[config.mk]
export PLATFORM = sky130hd
export DESIGN_NAME = websocket_frame_parser_core
export DESIGN_NICKNAME = d
export VERILOG_FILES = /design/src/rtl/core/wfp_pkg.sv /design/src/rtl/core/wfp_front.sv /design/src/rtl/core/wfp_queue.sv /design/src/rtl/core/websocket_frame_parser_core.sv
export SDC_FILE = /design/constraint.sdc
export NUM_CORES = 1
export LEC_CHECK = 0
export BUFFER_PORTS_ARGS = -buffer_cell sky130_fd_sc_hd__buf_2
export CORE_MARGIN = 2
export CORE_UTILIZATION = 41
export CTS_CLUSTER_SIZE = 20
export DETAILED_ROUTE_END_ITERATION = 8
export HOLD_SLACK_MARGIN = 0.15
export PLACE_DENSITY = 0.57
export SLEW_MARGIN = 20
export SYNTH_ARGS = -nofsm -noshare
export SYNTH_HDL_FRONTEND = slang
export SYNTH_SLANG_ARGS = --single-unit
[constraint.sdc]
create_clock -name clk -period 7.2 [get_ports clk]
set_clock_uncertainty 0.1 [all_clocks]
set_input_delay 0.36 -clock clk [delete_from_list [all_inputs] [get_ports clk]]
set_output_delay 0.36 -clock clk [all_outputs]
set_load 0.05 [all_outputs]
[src/rtl/core/wfp_pkg.sv]
`timescale 1ns / 1ps
`default_nettype none

package wfp_pkg;

	localparam int unsigned MAX_BUFFER_BYTES_DEF = 4194304;
	localparam int unsigned QUEUE_DEPTH_DEF      = 4;

	localparam int unsigned BUF_SIZE_W = 23;
	localparam logic [BUF_SIZE_W-1:0] BUF_SIZE_RESET = 23'd65536;

	// Result kinds.
	localparam logic [1:0] KIND_HEADER  = 2'd0;
	localparam logic [1:0] KIND_PAYLOAD = 2'd1;
	localparam logic [1:0] KIND_ERROR   = 2'd2;

	// Error codes.
	localparam logic [1:0] ERR_NONE       = 2'd0;
	localparam logic [1:0] ERR_FRAGMENTED = 2'd1;
	localparam logic [1:0] ERR_OPCODE     = 2'd2;
	localparam logic [1:0] ERR_TOO_BIG    = 2'd3;

	// Supported opcodes.
	localparam logic [3:0] OP_TEXT   = 4'h1;
	localparam logic [3:0] OP_BINARY = 4'h2;
	localparam logic [3:0] OP_CLOSE  = 4'h8;
	localparam logic [3:0] OP_PING   = 4'h9;
	localparam logic [3:0] OP_PONG   = 4'hA;

	// Seven-bit length codes that announce an extended length.
	localparam logic [6:0] LEN_EXT16 = 7'd126;
	localparam logic [6:0] LEN_EXT64 = 7'd127;

	typedef struct packed {
		logic [1:0]            kind;
		logic [3:0]            opcode;
		logic                  is_masked;
		logic [BUF_SIZE_W-1:0] frame_length;
		logic [7:0]            payload_byte;
		logic                  last_of_frame;
		logic [1:0]            error_code;
	} result_t;

endpackage

`default_nettype wire

[src/rtl/core/wfp_front.sv]
`timescale 1ns / 1ps
`default_nettype none

module wfp_front #(
	parameter int unsigned MAX_BUFFER_BYTES = wfp_pkg::MAX_BUFFER_BYTES_DEF
) (
	input  wire logic                           clk,
	input  wire logic                           arst_n,
	input  wire logic                           cfg_we,
	input  wire logic [wfp_pkg::BUF_SIZE_W-1:0] cfg_data,
	input  wire logic                           byte_valid,
	input  wire logic [7:0]                     rx_byte,
	output wire logic                           res_valid,
	output wfp_pkg::result_t                    res
);

	localparam int unsigned LIM_W = $clog2(MAX_BUFFER_BYTES + 1);
	localparam int unsigned CMP_W = ((LIM_W > wfp_pkg::BUF_SIZE_W) ?
		LIM_W : wfp_pkg::BUF_SIZE_W) + 1;
	localparam logic [CMP_W-1:0] LIMIT_MAX = CMP_W'(MAX_BUFFER_BYTES);

	localparam logic [2:0] PH_HDR0  = 3'd0;
	localparam logic [2:0] PH_HDR1  = 3'd1;
	localparam logic [2:0] PH_EXT16 = 3'd2;
	localparam logic [2:0] PH_EXT64 = 3'd3;
	localparam logic [2:0] PH_KEY   = 3'd4;
	localparam logic [2:0] PH_DATA  = 3'd5;

	logic [wfp_pkg::BUF_SIZE_W-1:0] buf_size_q;
	logic [2:0]                     phase_q, phase_d;
	logic [3:0]                     cnt_q, cnt_d;
	logic [3:0]                     opcode_q, opcode_d;
	logic [LIM_W-1:0]               acc_q, acc_d;
	logic                           acc_high_q, acc_high_d;
	logic [31:0]                    key_q, key_d;
	logic                           mask_q, mask_d;
	logic [wfp_pkg::BUF_SIZE_W-1:0] remain_q, remain_d;
	logic                           halt_q, halt_d;

	logic                           valid_c;
	wfp_pkg::result_t               res_c;

	// Length check inputs, shared by the seven-bit and extended cases.
	logic [LIM_W-1:0]               acc_cand;
	logic                           high_cand;
	logic                           mask_cand;
	logic [3:0]                     hdr_len;
	logic [CMP_W-1:0]               limit;
	logic [CMP_W-1:0]               total;
	logic                           too_big;
	logic [CMP_W-1:0]               acc_ext;
	logic                           do_len;
	logic                           do_hdr;
	logic [wfp_pkg::BUF_SIZE_W-1:0] hdr_length;
	logic                           hdr_mask;
	logic                           op_ok;

	always_comb begin
		limit = (CMP_W'(buf_size_q) < LIMIT_MAX) ? CMP_W'(buf_size_q) : LIMIT_MAX;
		if (phase_q == PH_HDR1) begin
			acc_cand  = LIM_W'(rx_byte[6:0]);
			high_cand = 1'b0;
			mask_cand = rx_byte[7];
			hdr_len   = 4'd2;
		end else begin
			acc_cand  = {acc_q[LIM_W-9:0], rx_byte};
			high_cand = acc_high_q || (acc_q[LIM_W-1 -: 8] != 8'd0);
			mask_cand = mask_q;
			hdr_len   = (phase_q == PH_EXT16) ? 4'd4 : 4'd10;
		end
		acc_ext = CMP_W'(acc_cand);
		total   = acc_ext + CMP_W'(hdr_len) + (mask_cand ? CMP_W'(4) : CMP_W'(0));
		too_big = high_cand || (total > limit);
		op_ok   = (rx_byte[3:0] == wfp_pkg::OP_TEXT)  || (rx_byte[3:0] == wfp_pkg::OP_BINARY) ||
		          (rx_byte[3:0] == wfp_pkg::OP_CLOSE) || (rx_byte[3:0] == wfp_pkg::OP_PING) ||
		          (rx_byte[3:0] == wfp_pkg::OP_PONG);
	end

	always_comb begin
		phase_d    = phase_q;
		cnt_d      = cnt_q;
		opcode_d   = opcode_q;
		acc_d      = acc_q;
		acc_high_d = acc_high_q;
		key_d      = key_q;
		mask_d     = mask_q;
		remain_d   = remain_q;
		halt_d     = halt_q;
		valid_c    = 1'b0;
		res_c      = '0;
		res_c.opcode = opcode_q;
		do_len     = 1'b0;
		do_hdr     = 1'b0;
		hdr_length = remain_q;
		hdr_mask   = mask_q;

		if (byte_valid && !halt_q) begin
			unique case (phase_q)
				PH_HDR0: begin
					opcode_d     = rx_byte[3:0];
					res_c.opcode = rx_byte[3:0];
					if (!rx_byte[7]) begin
						halt_d           = 1'b1;
						valid_c          = 1'b1;
						res_c.kind       = wfp_pkg::KIND_ERROR;
						res_c.error_code = wfp_pkg::ERR_FRAGMENTED;
					end else if (!op_ok) begin
						halt_d           = 1'b1;
						valid_c          = 1'b1;
						res_c.kind       = wfp_pkg::KIND_ERROR;
						res_c.error_code = wfp_pkg::ERR_OPCODE;
					end else begin
						phase_d = PH_HDR1;
					end
				end
				PH_HDR1: begin
					mask_d     = rx_byte[7];
					key_d      = '0;
					acc_d      = '0;
					acc_high_d = 1'b0;
					if (rx_byte[6:0] == wfp_pkg::LEN_EXT16) begin
						phase_d = PH_EXT16;
						cnt_d   = 4'd2;
					end else if (rx_byte[6:0] == wfp_pkg::LEN_EXT64) begin
						phase_d = PH_EXT64;
						cnt_d   = 4'd8;
					end else begin
						do_len = 1'b1;
					end
				end
				PH_EXT16, PH_EXT64: begin
					acc_d      = acc_cand;
					acc_high_d = high_cand;
					cnt_d      = cnt_q - 4'd1;
					do_len     = (cnt_q == 4'd1);
				end
				PH_KEY: begin
					key_d = {key_q[23:0], rx_byte};
					cnt_d = cnt_q - 4'd1;
					if (cnt_q == 4'd1) begin
						do_hdr = 1'b1;
					end
				end
				PH_DATA: begin
					// The key rotates so that its top byte is always the one in use.
					key_d              = {key_q[23:0], key_q[31:24]};
					remain_d           = remain_q - 1'b1;
					valid_c            = 1'b1;
					res_c.kind         = wfp_pkg::KIND_PAYLOAD;
					res_c.is_masked    = mask_q;
					res_c.payload_byte = rx_byte ^ key_q[31:24];
					if (remain_q == wfp_pkg::BUF_SIZE_W'(1)) begin
						res_c.last_of_frame = 1'b1;
						phase_d             = PH_HDR0;
					end
				end
				default: begin
					phase_d = PH_HDR0;
				end
			endcase

			if (do_len) begin
				if (too_big) begin
					halt_d           = 1'b1;
					valid_c          = 1'b1;
					res_c.kind       = wfp_pkg::KIND_ERROR;
					res_c.error_code = wfp_pkg::ERR_TOO_BIG;
				end else begin
					remain_d   = acc_ext[wfp_pkg::BUF_SIZE_W-1:0];
					hdr_length = acc_ext[wfp_pkg::BUF_SIZE_W-1:0];
					hdr_mask   = mask_cand;
					if (mask_cand) begin
						phase_d = PH_KEY;
						cnt_d   = 4'd4;
					end else begin
						do_hdr = 1'b1;
					end
				end
			end

			if (do_hdr) begin
				valid_c             = 1'b1;
				res_c.kind          = wfp_pkg::KIND_HEADER;
				res_c.is_masked     = hdr_mask;
				res_c.frame_length  = hdr_length;
				res_c.last_of_frame = (hdr_length == '0);
				phase_d             = (hdr_length == '0) ? PH_HDR0 : PH_DATA;
			end
		end
	end

	always_ff @(posedge clk or negedge arst_n) begin
		if (!arst_n) begin
			buf_size_q <= wfp_pkg::BUF_SIZE_RESET;
			phase_q    <= PH_HDR0;
			cnt_q      <= '0;
			opcode_q   <= '0;
			acc_q      <= '0;
			acc_high_q <= 1'b0;
			key_q      <= '0;
			mask_q     <= 1'b0;
			remain_q   <= '0;
			halt_q     <= 1'b0;
		end else begin
			if (cfg_we) begin
				buf_size_q <= cfg_data;
			end
			phase_q    <= phase_d;
			cnt_q      <= cnt_d;
			opcode_q   <= opcode_d;
			acc_q      <= acc_d;
			acc_high_q <= acc_high_d;
			key_q      <= key_d;
			mask_q     <= mask_d;
			remain_q   <= remain_d;
			halt_q     <= halt_d;
		end
	end

	assign res_valid = valid_c;
	assign res       = res_c;

	// Once halted, the parser never produces another transaction.
	assert property (@(posedge clk) disable iff (!arst_n) halt_q |-> !valid_c)
		else $error("result produced after error halt");

	// The payload phase always has at least one byte left.
	assert property (@(posedge clk) disable iff (!arst_n)
		(phase_q == PH_DATA) |-> (remain_q != '0))
		else $error("payload phase with no bytes remaining");

	// An error result always sets the halt flag for the following cycle.
	assert property (@(posedge clk) disable iff (!arst_n)
		(valid_c && res_c.kind == wfp_pkg::KIND_ERROR) |=> halt_q)
		else $error("error result without halt");

endmodule

`default_nettype wire

[src/rtl/core/wfp_queue.sv]
`timescale 1ns / 1ps
`default_nettype none

module wfp_queue #(
	parameter int unsigned DEPTH = wfp_pkg::QUEUE_DEPTH_DEF
) (
	input  wire logic             clk,
	input  wire logic             arst_n,
	input  wire logic             wr_en,
	input  wire wfp_pkg::result_t wr_data,
	output wire logic             full,
	input  wire logic             rd_en,
	output wire logic             empty,
	output wfp_pkg::result_t      rd_data
);

	localparam int unsigned AW = (DEPTH > 1) ? $clog2(DEPTH) : 1;
	localparam logic [AW-1:0] LAST_PTR = AW'(DEPTH - 1);

	wfp_pkg::result_t mem [DEPTH];
	logic [AW-1:0]    wr_ptr_q;
	logic [AW-1:0]    rd_ptr_q;
	logic [AW:0]      count_q;
	logic             do_wr;
	logic             do_rd;

	assign full  = (count_q == (AW+1)'(DEPTH));
	assign empty = (count_q == '0);
	assign do_wr = wr_en && !full;
	assign do_rd = rd_en && !empty;

	always_ff @(posedge clk) begin
		if (do_wr) begin
			mem[wr_ptr_q] <= wr_data;
		end
	end

	assign rd_data = mem[rd_ptr_q];

	always_ff @(posedge clk or negedge arst_n) begin
		if (!arst_n) begin
			wr_ptr_q <= '0;
			rd_ptr_q <= '0;
			count_q  <= '0;
		end else begin
			if (do_wr) begin
				wr_ptr_q <= (wr_ptr_q == LAST_PTR) ? '0 : wr_ptr_q + 1'b1;
			end
			if (do_rd) begin
				rd_ptr_q <= (rd_ptr_q == LAST_PTR) ? '0 : rd_ptr_q + 1'b1;
			end
			if (do_wr && !do_rd) begin
				count_q <= count_q + 1'b1;
			end else if (do_rd && !do_wr) begin
				count_q <= count_q - 1'b1;
			end
		end
	end

	assert property (@(posedge clk) disable iff (!arst_n)
		count_q <= (AW+1)'(DEPTH))
		else $error("queue count beyond depth");

	assert property (@(posedge clk) disable iff (!arst_n)
		(do_rd && !do_wr) |=> (count_q == $past(count_q) - 1'b1))
		else $error("queue count did not drop after a read");

	assert property (@(posedge clk) disable iff (!arst_n) !(full && empty))
		else $error("queue reports full and empty together");

endmodule

`default_nettype wire

[src/rtl/core/websocket_frame_parser_core.sv]
// WebSocket frame deframer.
// Input channel: rx_byte with push/full. A byte is taken at a rising edge with
// push high and full low. Output channel: empty/pop. While empty is low the
// oldest result sits on kind, opcode, is_masked, frame_length, payload_byte,
// last_of_frame and error_code; it is taken at an edge with pop high.
// Configuration: buffer_size is written at any edge with buffer_size_we high.
// Write it only while no bytes are in flight.
// Throughput is one byte per cycle while full is low: the header parser
// updates its state once per byte. A result is written into the queue at the
// edge that takes its byte. Header bytes that complete nothing give no result.
// A result queue of QUEUE_DEPTH entries sits between the parser and the output;
// if the receiver stops popping, the parser keeps taking bytes until the queue
// fills, and full then holds the sender off.
// Reset clears the parser, the queue and the error halt, and sets buffer_size
// to 65536. After an error result the block takes bytes but discards them.
`timescale 1ns / 1ps
`default_nettype none

module websocket_frame_parser_core #(
	parameter int unsigned MAX_BUFFER_BYTES = wfp_pkg::MAX_BUFFER_BYTES_DEF,
	parameter int unsigned QUEUE_DEPTH      = wfp_pkg::QUEUE_DEPTH_DEF
) (
	input  wire logic                           clk,
	input  wire logic                           arst_n,
	input  wire logic                           buffer_size_we,
	input  wire logic [wfp_pkg::BUF_SIZE_W-1:0] buffer_size,
	input  wire logic                           push,
	output wire logic                           full,
	input  wire logic [7:0]                     rx_byte,
	output wire logic                           empty,
	input  wire logic                           pop,
	output wire logic [1:0]                     kind,
	output wire logic [3:0]                     opcode,
	output wire logic                           is_masked,
	output wire logic [wfp_pkg::BUF_SIZE_W-1:0] frame_length,
	output wire logic [7:0]                     payload_byte,
	output wire logic                           last_of_frame,
	output wire logic [1:0]                     error_code
);

	logic             byte_accept;
	logic             res_valid;
	wfp_pkg::result_t res;
	wfp_pkg::result_t head;

	assign byte_accept = push && !full;

	wfp_front #(
		.MAX_BUFFER_BYTES(MAX_BUFFER_BYTES)
	) u_front (
		.clk       (clk),
		.arst_n    (arst_n),
		.cfg_we    (buffer_size_we),
		.cfg_data  (buffer_size),
		.byte_valid(byte_accept),
		.rx_byte   (rx_byte),
		.res_valid (res_valid),
		.res       (res)
	);

	wfp_queue #(
		.DEPTH(QUEUE_DEPTH)
	) u_queue (
		.clk    (clk),
		.arst_n (arst_n),
		.wr_en  (res_valid),
		.wr_data(res),
		.full   (full),
		.rd_en  (pop),
		.empty  (empty),
		.rd_data(head)
	);

	assign kind          = head.kind;
	assign opcode        = head.opcode;
	assign is_masked     = head.is_masked;
	assign frame_length  = head.frame_length;
	assign payload_byte  = head.payload_byte;
	assign last_of_frame = head.last_of_frame;
	assign error_code    = head.error_code;

endmodule

`default_nettype wire
# --- After elaboration in Yosys (flattened, before gate mapping) ---
# Memory sizes are Yosys's and may differ from the RTL's.
# Cells that the tools add are included.
op_classes:
  magnitude_cmp: 2
  addsub: 8
  muxes: 80
  eq_ne: 17
  reduce_logical: 28
  bitwise_logic: 1
op_table:
  columns: ["op", "count"]
  rows:
  - ["$mux W23", 8]
  - ["$pmux W32 S3", 1]
  - ["$pmux W23 S2", 1]
  - ["$mux W41", 1]
  - ["$mux W3", 13]
  - ["$mux W4", 8]
  - ["$mux W1", 29]
  - ["$add A23 B4 Y24", 1]
  - ["$add A24 B24 Y24", 1]
  - ["$gt A24 B24 Y1", 1]
  - ["$mux W24", 1]
  - ["$eq A23 B1 Y1 const B", 1]
  - ["$logic_not A23 Y1", 1]
  - ["$lt A23 B23 Y1 const B", 1]
  - ["$sub A23 B1 Y23 const B", 1]
  - ["$mux W2", 11]
  - ["$eq A7 B7 Y1 const B", 2]
  - ["$eq A4 B4 Y1 const B", 3]
  - ["$pmux W3 S4", 1]
  - ["$eq A3 B3 Y1 const B", 3]
  - ["$mux W9", 1]
  - ["$eq A4 B1 Y1 const B", 2]
  - ["$pmux W4 S2", 1]
  - ["$reduce_bool A8 Y1", 1]
  - ["20 further kinds", 42]
word_totals:
  output_inout_bits: 43
  in_bits: 36
  elab_cells: 150
  ramBits: 164
  mem_count: 1
  regBits: 122
memory_table:
  columns: ["memory", "depth", "width", "read_ports", "rd_clocked_by_memory_dff", "wr", "line", "source"]
  rows:
  - ["u_queue.mem", 4, 41, 1, 0, 1, "wfp_queue.sv:20", "wfp_pkg::result_t mem [DEPTH];"]

# --- Logic depth before layout (Yosys ltp) ---
depth:
  depth_word: 17
  mapped_depth: 28
  mapped_depth_nobuf: 26

# --- Hierarchy ---
# A second synthesis with hierarchy kept.
unflattened:
  hier_cells: 1108
  hier_area_um2: 13726.9
by_module_without_submodules:
  columns: ["mod", "cells_per_inst", "instances", "area_per_inst_um2", "seq_area_each_um2"]
  rows:
  - ["wfp_front", 855, 1, 7328.3, 2879.0]
  - ["wfp_queue", 252, 1, 6384.9, 5099.9]
  - ["websocket_frame_parser_core", 1, 1, 13.8, 0.0]

# --- Least setup slack after synthesis ---
# OpenSTA, ideal clock, no wires.
synth_timing:
  path_kind: "flip-flop to flip-flop"
  startpoint: "reg u_front.phase_q[1]"
  endpoint: "mem u_queue.mem[3][0] in the netlist's numbering, enable pin"
  setup_ns: 0.402
  n_path_buf: 2
  t_arrival_ns: 5.882
  synth_period_minus_slack_ns: 6.384
  slack_ns: 0.816
  required_ns: 6.698
  stages_incl_launch_ff: 24
  cell_sequence: "dfrtp_1 -> buf_2 -> or3b_1 -> clkbuf_1 -> mux2i_2 -> fa_1 -> inv_1 -> ha_1 -> inv_1 -> fa_1 -> nor2b_1 -> o21ai_0 -> nor2_1 -> and4_1 -> xnor2_1 -> nor2_1 -> ha_1 -> nand3_1 -> nor3_1 -> a221o_1 -> nor4b_1 -> a2bb2oi_1 -> a31oi_2 -> and2_1"
synth_via:
  elab_chain_len: 15
  word_cells_on_any_way: 32
  cone_classes: "add/sub: 2; order compare: 1; eq/ne: 5; mux: 20; reduce/logical: 4"
synth_rtl:
  columns: ["element", "line", "source"]
  rows:
  - ["start: declaration", "wfp_front.sv:30", "logic [2:0] phase_q, phase_d;"]
  - ["start signal: assignment", "wfp_front.sv:208", "phase_q <= phase_d;"]
  - ["$eq A3 B2 Y1", "wfp_front.sv:69, wfp_front.sv:98", null]
  - ["$mux W4", "wfp_front.sv:69", "hdr_len = (phase_q == PH_EXT16) ? 4'd4 : 4'd10;"]
  - ["$mux W4", "wfp_front.sv:60", "if (phase_q == PH_HDR1) begin"]
  - ["$add A23 B4 Y24", "wfp_front.sv:72", "total = acc_ext + CMP_W'(hdr_len) + (mask_cand ? CMP_W'(4) : CMP_W'(0));"]
  - ["$add A24 B24 Y24", "wfp_front.sv:72", null]
  - ["$gt A24 B24 Y1", "wfp_front.sv:73", "too_big = high_cand || (total > limit);"]
  - ["$logic_or A1 B1 Y1", "wfp_front.sv:73", null]
  - ["$mux W1", "wfp_front.sv:163", "if (too_big) begin"]
  - ["$mux W1", "wfp_front.sv:162", "if (do_len) begin"]
  - ["$mux W1", "wfp_front.sv:97", "if (byte_valid && !halt_q) begin"]
  - ["$mux W1 *", "wfp_front.sv:181", "if (do_hdr) begin"]
  - ["$mux W1 *", "wfp_front.sv:97", null]
  - ["$logic_and A1 B1 Y1 *", "wfp_queue.sv:29", "assign do_wr = wr_en && !full;"]
  - ["via u_queue.do_wr", "wfp_queue.sv:24", "logic do_wr;"]
  - ["$mux W1 *", "wfp_queue.sv:33", "if (do_wr) begin"]
  - ["$mux W1 (not written as such) *", "wfp_queue.sv:34", "mem[wr_ptr_q] <= wr_data;"]
  - ["end: declaration", "wfp_queue.sv:20", null]
# Mark *: on every way through the listed nets, which the timed path passes. The rest lies on a longest branch. The select of a mux whose other input is x is not followed.

# --- Worst setup path after layout ---
layout_timing:
  startpoint: "reg u_front.phase_q[1]"
  endpoint: "reg u_queue.count_q[2]"
layout_via:
  elab_chain_len: 16
  word_cells_on_any_way: 35
  cone_classes: "add/sub: 2; order compare: 1; eq/ne: 5; mux: 19; reduce/logical: 8"
layout_rtl:
  columns: ["element", "line", "source"]
  rows:
  - ["$eq A3 B2 Y1", "wfp_front.sv:69, wfp_front.sv:98", null]
  - ["$mux W4", "wfp_front.sv:69", null]
  - ["$mux W4", "wfp_front.sv:60", null]
  - ["$add A23 B4 Y24", "wfp_front.sv:72", null]
  - ["$add A24 B24 Y24", "wfp_front.sv:72", null]
  - ["$gt A24 B24 Y1", "wfp_front.sv:73", null]
  - ["$logic_or A1 B1 Y1", "wfp_front.sv:73", null]
  - ["$mux W1", "wfp_front.sv:163", null]
  - ["$mux W1", "wfp_front.sv:162", null]
  - ["$mux W1", "wfp_front.sv:97", null]
  - ["$mux W1 *", "wfp_front.sv:181", null]
  - ["$mux W1 *", "wfp_front.sv:97", null]
  - ["$logic_and A1 B1 Y1 *", "wfp_queue.sv:29", null]
  - ["via u_queue.do_wr", "wfp_queue.sv:24", null]
  - ["$logic_not A1 Y1", "wfp_queue.sv:54", "end else if (do_rd && !do_wr) begin"]
  - ["$logic_and A1 B1 Y1", "wfp_queue.sv:54", null]
  - ["$reduce_bool A2 Y1 (no line)", null, null]
  - ["end signal: assignment", "wfp_queue.sv:53", "count_q <= count_q + 1'b1;"]
  - ["end signal: assignment", "wfp_queue.sv:55", "count_q <= count_q - 1'b1;"]
  - ["end: declaration", "wfp_queue.sv:23", "logic [AW:0] count_q;"]
# Marks and branches as above.
# A chain may end at the register's enable or synchronous reset.

==> metrics list <==
- Result of the run: finished clean
* End point of the critical path: u_queue.count_q[2]$_DFFE_PN0P_
- For this run, the leading register cell type out of synthesis is sky130_fd_sc_hd__edfxtp_1.
- In this run the tool buffered the top-level ports with 78 buffer cells.
- Share of the clock period used by the worst path after layout: 91.8%
* Sort of element at the end of the critical path: register
- Start-to-end type of the worst setup path: reg -> reg
- Post-route design area: 0.0158 mm²
- STA classifies the critical path startpoint as a register.
* Largest fanout on the critical path: 10
* Clock slew at the register clock pins of the worst setup and hold paths: 60 ps
* Data arrival time of the worst path: 7010 ps
- End of the worst register-to-register path: u_queue.count_q[2]$_DFFE_PN0P_
* Inserted Diodes: 0
* Xor/xnor cell area share of the yosys netlist: 1.86%
* Largest net degree at the start of global routing: 54
* Switch Pwr: 1.82 mW
* Number of global-route vias before repair: 9043
* Distinct cell type count of the synthesized netlist: 69
* Detail-routed net length per standard cell: 19.3 µm
* Power Internal: 3.36 mW
- The worst register-to-register path has a setup slack of 590 ps.
- Cell taking the most area after synthesis: sky130_fd_sc_hd__edfxtp_1
* CTS HTree Levels: 1
- The placed instances occupy a cell area of 0.0145 mm².
- Row cnt: 66
- Core area: 0.0327 mm²
- Met1 capacity usage during global routing: 27.8%
* Sum of negative setup slack: 0 ps
- Final layout net count: 1258
- Pin placement for this block handled 79 I/O pins.
- For the worst setup path, the data required time is 7600 ps.
- Each instance of the synthesized netlist takes up on average 12.4 µm².
- Most common cell in the netlist: sky130_fd_sc_hd__edfxtp_1
- In the routed design, unresolved DRC markers number 0.
* Part of the power in combinational logic: 30.1%
- After synthesis the cells add up to 0.0137 mm².
- Number of max-slew violations in the final report: 0
* Maximum buffer depth of the clock tree: 3
* Fraction of synthesized cell area taken by the top area cell type: 36.0%
* Number of cells on the worst reg-to-reg path: 26
- In this run the worst hold path is classified as in -> async.
* Final Hold Violating Endpoints: 0
- Fraction of final layout cells sized beyond drive strength 1: 19.7%
* Via count of the routed design: 9103
- The congestion estimate from routability-driven global placement came to 0.855.
- HPWL Detailed: 20500 µm
* Total global routing overflow: 0
- Clock latency on the worst-skew pair: 580 ps
- The layer flagged by global routing as most heavily used is met1.
* Effective utilization at floorplan: 41.8%
- Die extent in y: 187 µm
- Summing the areas of all compound-gate instances in the mapped netlist gives 11.0% of the synthesized area.
* Synth area leaders: sky130_fd_sc_hd__edfxtp_1 36%, sky130_fd_sc_hd__dfrtp_1 22%, sky130_fd_sc_hd__mux4_2 6.8%
- Once the clock tree was built, the setup fixing pass inserted 0 buffers.
- The die is 187 µm wide.
* Share of synthesized area spent on multiplexers: 9.41%
* Routing usage on met3: 2.78%
* Power per unit of standard cell area: 328 mW/mm²
- Total of max-cap violations: 0
- After Yosys synthesis, and, or, nand and nor cells account for 12.0% of the synthesized area.
- CTS tree: yes
- Global routing usage summed across all routing layers: 18.3%
- Global routing used 27.7% of the available met2 tracks.
* Async set-reset flop share out of synthesis: 42.7%
* Detailed-route vias per instance: 5.52
* Adder-cell area share of the yosys netlist: 3.92%
* Fraction of the yosys area taken by sequential cells: 58.3%
- Yosys warnings: 0
* Synthesized instance count: 1105
- The die covers 0.0348 mm².
- The pre-antenna-repair detailed-routing pass consisted of 5 iterations.
- Setup repair after global routing left no endpoint under its margin.
* First-pass GRT wire length: 51200 µm
- Remaining number of nets flagged by the antenna check after routing: 0
* Portion of total power attributed to sequential cells: 39.3%
* Filler cell count: 2953
- Worst setup path startpoint: u_front.phase_q[1]$_DFFE_PN0P_
- Of the total power, the share spent switching nets is 35.1%.
* Drt initial violations: 688
- Number of enable flip-flop cells after synthesis: 164
* Seq cells post-synth: 286
* Root buffer selected by CTS: sky130_fd_sc_hd__clkbuf_16
* Layout Area Growth over Synthesis: 15.7%
* Static Leak: 6.30 nW
- Total Routed Length: 31800 µm
* Maximum clock frequency: 151 MHz
* Part of the power in the clock network: 30.5%
- Setup violations, final: 0
- The number of antenna violations at the first check in global routing was 0.
- The number of nets handed over by synthesis was 1182.
- Num CTS Buffers: 31
* Worst R2R Start: u_front.phase_q[1]$_DFFE_PN0P_
- By area, the combinational part of the netlist is dominated by simple AND/OR/NAND/NOR gates.
- Maximum resistive drop on vdd: 0.204 mV
- For this run, the share of the core covered by cells in the final layout is 48.4%.
- Period minus WS final: 6610 ps
- Measured against its own limit, the worst slew margin works out to 30.1%.
- Sorting the synthesized cells by how often they occur yields 164 x sky130_fd_sc_hd__edfxtp_1, 122 x sky130_fd_sc_hd__nand2_1, 121 x sky130_fd_sc_hd__dfrtp_1.
* Storage element area: 0.00798 mm²
* Number of sinks on the clock net: 286
- Tightest Pin Transition: 1050 ps
- Multi-input gate area: 0.00525 mm²
==> critical path, stage by stage (launching register included) <==
cell,delay [ps]
sky130_fd_sc_hd__dfrtp_1,490
sky130_fd_sc_hd__or3b_1,470
sky130_fd_sc_hd__mux2i_2,250
sky130_fd_sc_hd__fa_1,450
sky130_fd_sc_hd__inv_1,70
sky130_fd_sc_hd__ha_1,160
sky130_fd_sc_hd__inv_1,50
sky130_fd_sc_hd__fa_1,400
sky130_fd_sc_hd__nor2b_1,190
sky130_fd_sc_hd__o21ai_0,170
sky130_fd_sc_hd__nor2_1,280
sky130_fd_sc_hd__and4_1,240
sky130_fd_sc_hd__xnor2_1,120
sky130_fd_sc_hd__nor2_1,70
sky130_fd_sc_hd__ha_1,290
sky130_fd_sc_hd__nand3_1,170
sky130_fd_sc_hd__nor3_1,100
sky130_fd_sc_hd__a221o_1,380
sky130_fd_sc_hd__nor4b_1,340
sky130_fd_sc_hd__a2bb2oi_1,220
sky130_fd_sc_hd__a31oi_2,380
sky130_fd_sc_hd__ha_1,270
sky130_fd_sc_hd__inv_1,60
sky130_fd_sc_hd__fa_1,370
sky130_fd_sc_hd__xor2_1,160
sky130_fd_sc_hd__nor2_1,110
sky130_fd_sc_hd__xor2_1,150
==> cell families (layout without fill, tap and decap cells) <==
kind of cell	count (synthesis)	in the layout
adder cells (fa/ha/maj)	41	41
AO/OA/AOI/OAI	216	216
flip-flops	286	286
AND/OR/NAND/NOR	345	345
XOR/XNOR	29	29
buffers and inverters	115	216
multiplexers	73	73
==> flip-flops by register name, summed over array words and instances, names as in the netlist <==
signal,cells
u_front.acc_q,23
u_front.acc_high_q,1
u_front.key_q,32
u_queue.mem,164
u_front.phase_q,3
u_front.halt_q,1
u_queue.wr_ptr_q,2
u_queue.rd_ptr_q,2
u_front.opcode_q,4
u_queue.count_q,3
u_front.mask_q,1
u_front.cnt_q,4
u_front.remain_q,23
u_front.buf_size_q,23
==> what timing repair did <==
| action | CTS | global route |
|---|---|---|
| gates resized for setup | 0 | 1 |
| endpoints found under the setup margin | 0 | 1 |
| hold buffers | 31 | 0 |
| hold endpoints to repair | 59 | 0 |
==> worst min path at each step <==
stage,depth (start not counted),end,startpoint
finish,2,u_front.key_q[1]$_DFFE_PN0P_,arst_n
global route,2,u_front.remain_q[2]$_DFFE_PN0P_,rx_byte[2]
CTS,2,u_front.key_q[7]$_DFFE_PN0P_,arst_n
detailed placement,1,u_front.key_q[6]$_DFFE_PN0P_,arst_n
global placement,1,u_front.key_q[7]$_DFFE_PN0P_,arst_n
floorplan,0,u_front.acc_high_q$_DFFE_PN0P_,arst_n
==> power by group through the flow <==
stage,Combinational (mW),Clock [mW],Sequential (mW)
final,1.56,1.58,2.04
after detailed placement,1.56,0,2.07
after floorplan,1.26,0,1.97
after CTS,1.58,1.62,2.03
after global placement,1.55,0,2.06
after global routing,1.72,1.69,2.06
==> final cells by class <==
class                      instances  share of cell area, %
sequential                       286                   50.5
multi-input combinational        704                   33.2
timing repair buffer             130                   5.76
clock buffer                      37                   5.05
tap                              442                   3.50
clock inverter                    21                   1.36
inverter                          28                  0.665
==> layout by cell type, fill, tap and decap left out, types with 6 or more instances in the layout <==
cell type / instances
sky130_fd_sc_hd__and3_1: 6
sky130_fd_sc_hd__clkbuf_1: 6
sky130_fd_sc_hd__nor4_1: 12
sky130_fd_sc_hd__inv_1: 28
sky130_fd_sc_hd__nor2_1: 67
sky130_fd_sc_hd__edfxtp_1: 164
sky130_fd_sc_hd__clkbuf_16: 31
sky130_fd_sc_hd__and2_1: 7
sky130_fd_sc_hd__dfrtp_1: 119
sky130_fd_sc_hd__dlygate4sd3_1: 31
sky130_fd_sc_hd__a21oi_1: 49
sky130_fd_sc_hd__buf_2: 77
sky130_fd_sc_hd__a22oi_1: 25
sky130_fd_sc_hd__nand2_1: 122
sky130_fd_sc_hd__nor2b_1: 6
sky130_fd_sc_hd__a21o_1: 8
sky130_fd_sc_hd__o31ai_1: 8
sky130_fd_sc_hd__ha_1: 38
sky130_fd_sc_hd__mux4_2: 41
sky130_fd_sc_hd__nand4_1: 17
sky130_fd_sc_hd__clkinv_1: 7
sky130_fd_sc_hd__clkinv_2: 8
sky130_fd_sc_hd__o21a_1: 7
sky130_fd_sc_hd__o22a_1: 6
sky130_fd_sc_hd__or3_1: 7
sky130_fd_sc_hd__buf_4: 18
sky130_fd_sc_hd__xnor2_1: 21
sky130_fd_sc_hd__and4_1: 6
sky130_fd_sc_hd__nand2b_1: 6
sky130_fd_sc_hd__a22o_1: 25
sky130_fd_sc_hd__nor3_1: 21
sky130_fd_sc_hd__nand3_1: 42
sky130_fd_sc_hd__o2bb2ai_1: 8
sky130_fd_sc_hd__mux2_2: 31
sky130_fd_sc_hd__o21ai_0: 35
sky130_fd_sc_hd__o22ai_1: 7
sky130_fd_sc_hd__xor2_1: 8
==> through the flow <==
stage	setup slack (ps)	hold slack, ps	total power, mW	std cells
2_1_floorplan	816	-35.6	3.23	1105
3_3_place_gp	753	228	3.61	1559
3_5_place_dp	603	232	3.62	1559
4_1_cts	578	151	5.23	1648
5_1_grt	96.4	151	5.47	1648
6_report	590	162	5.18	1648
==> metal layers <==
layer	up-vias	part of all wire, %
met2	253	44
li1	4289	-
met1	4520	49
met4	0	1.9
met3	41	5.4
met5	-	0
No activity file was read; power rests on OpenSTA's default activity.
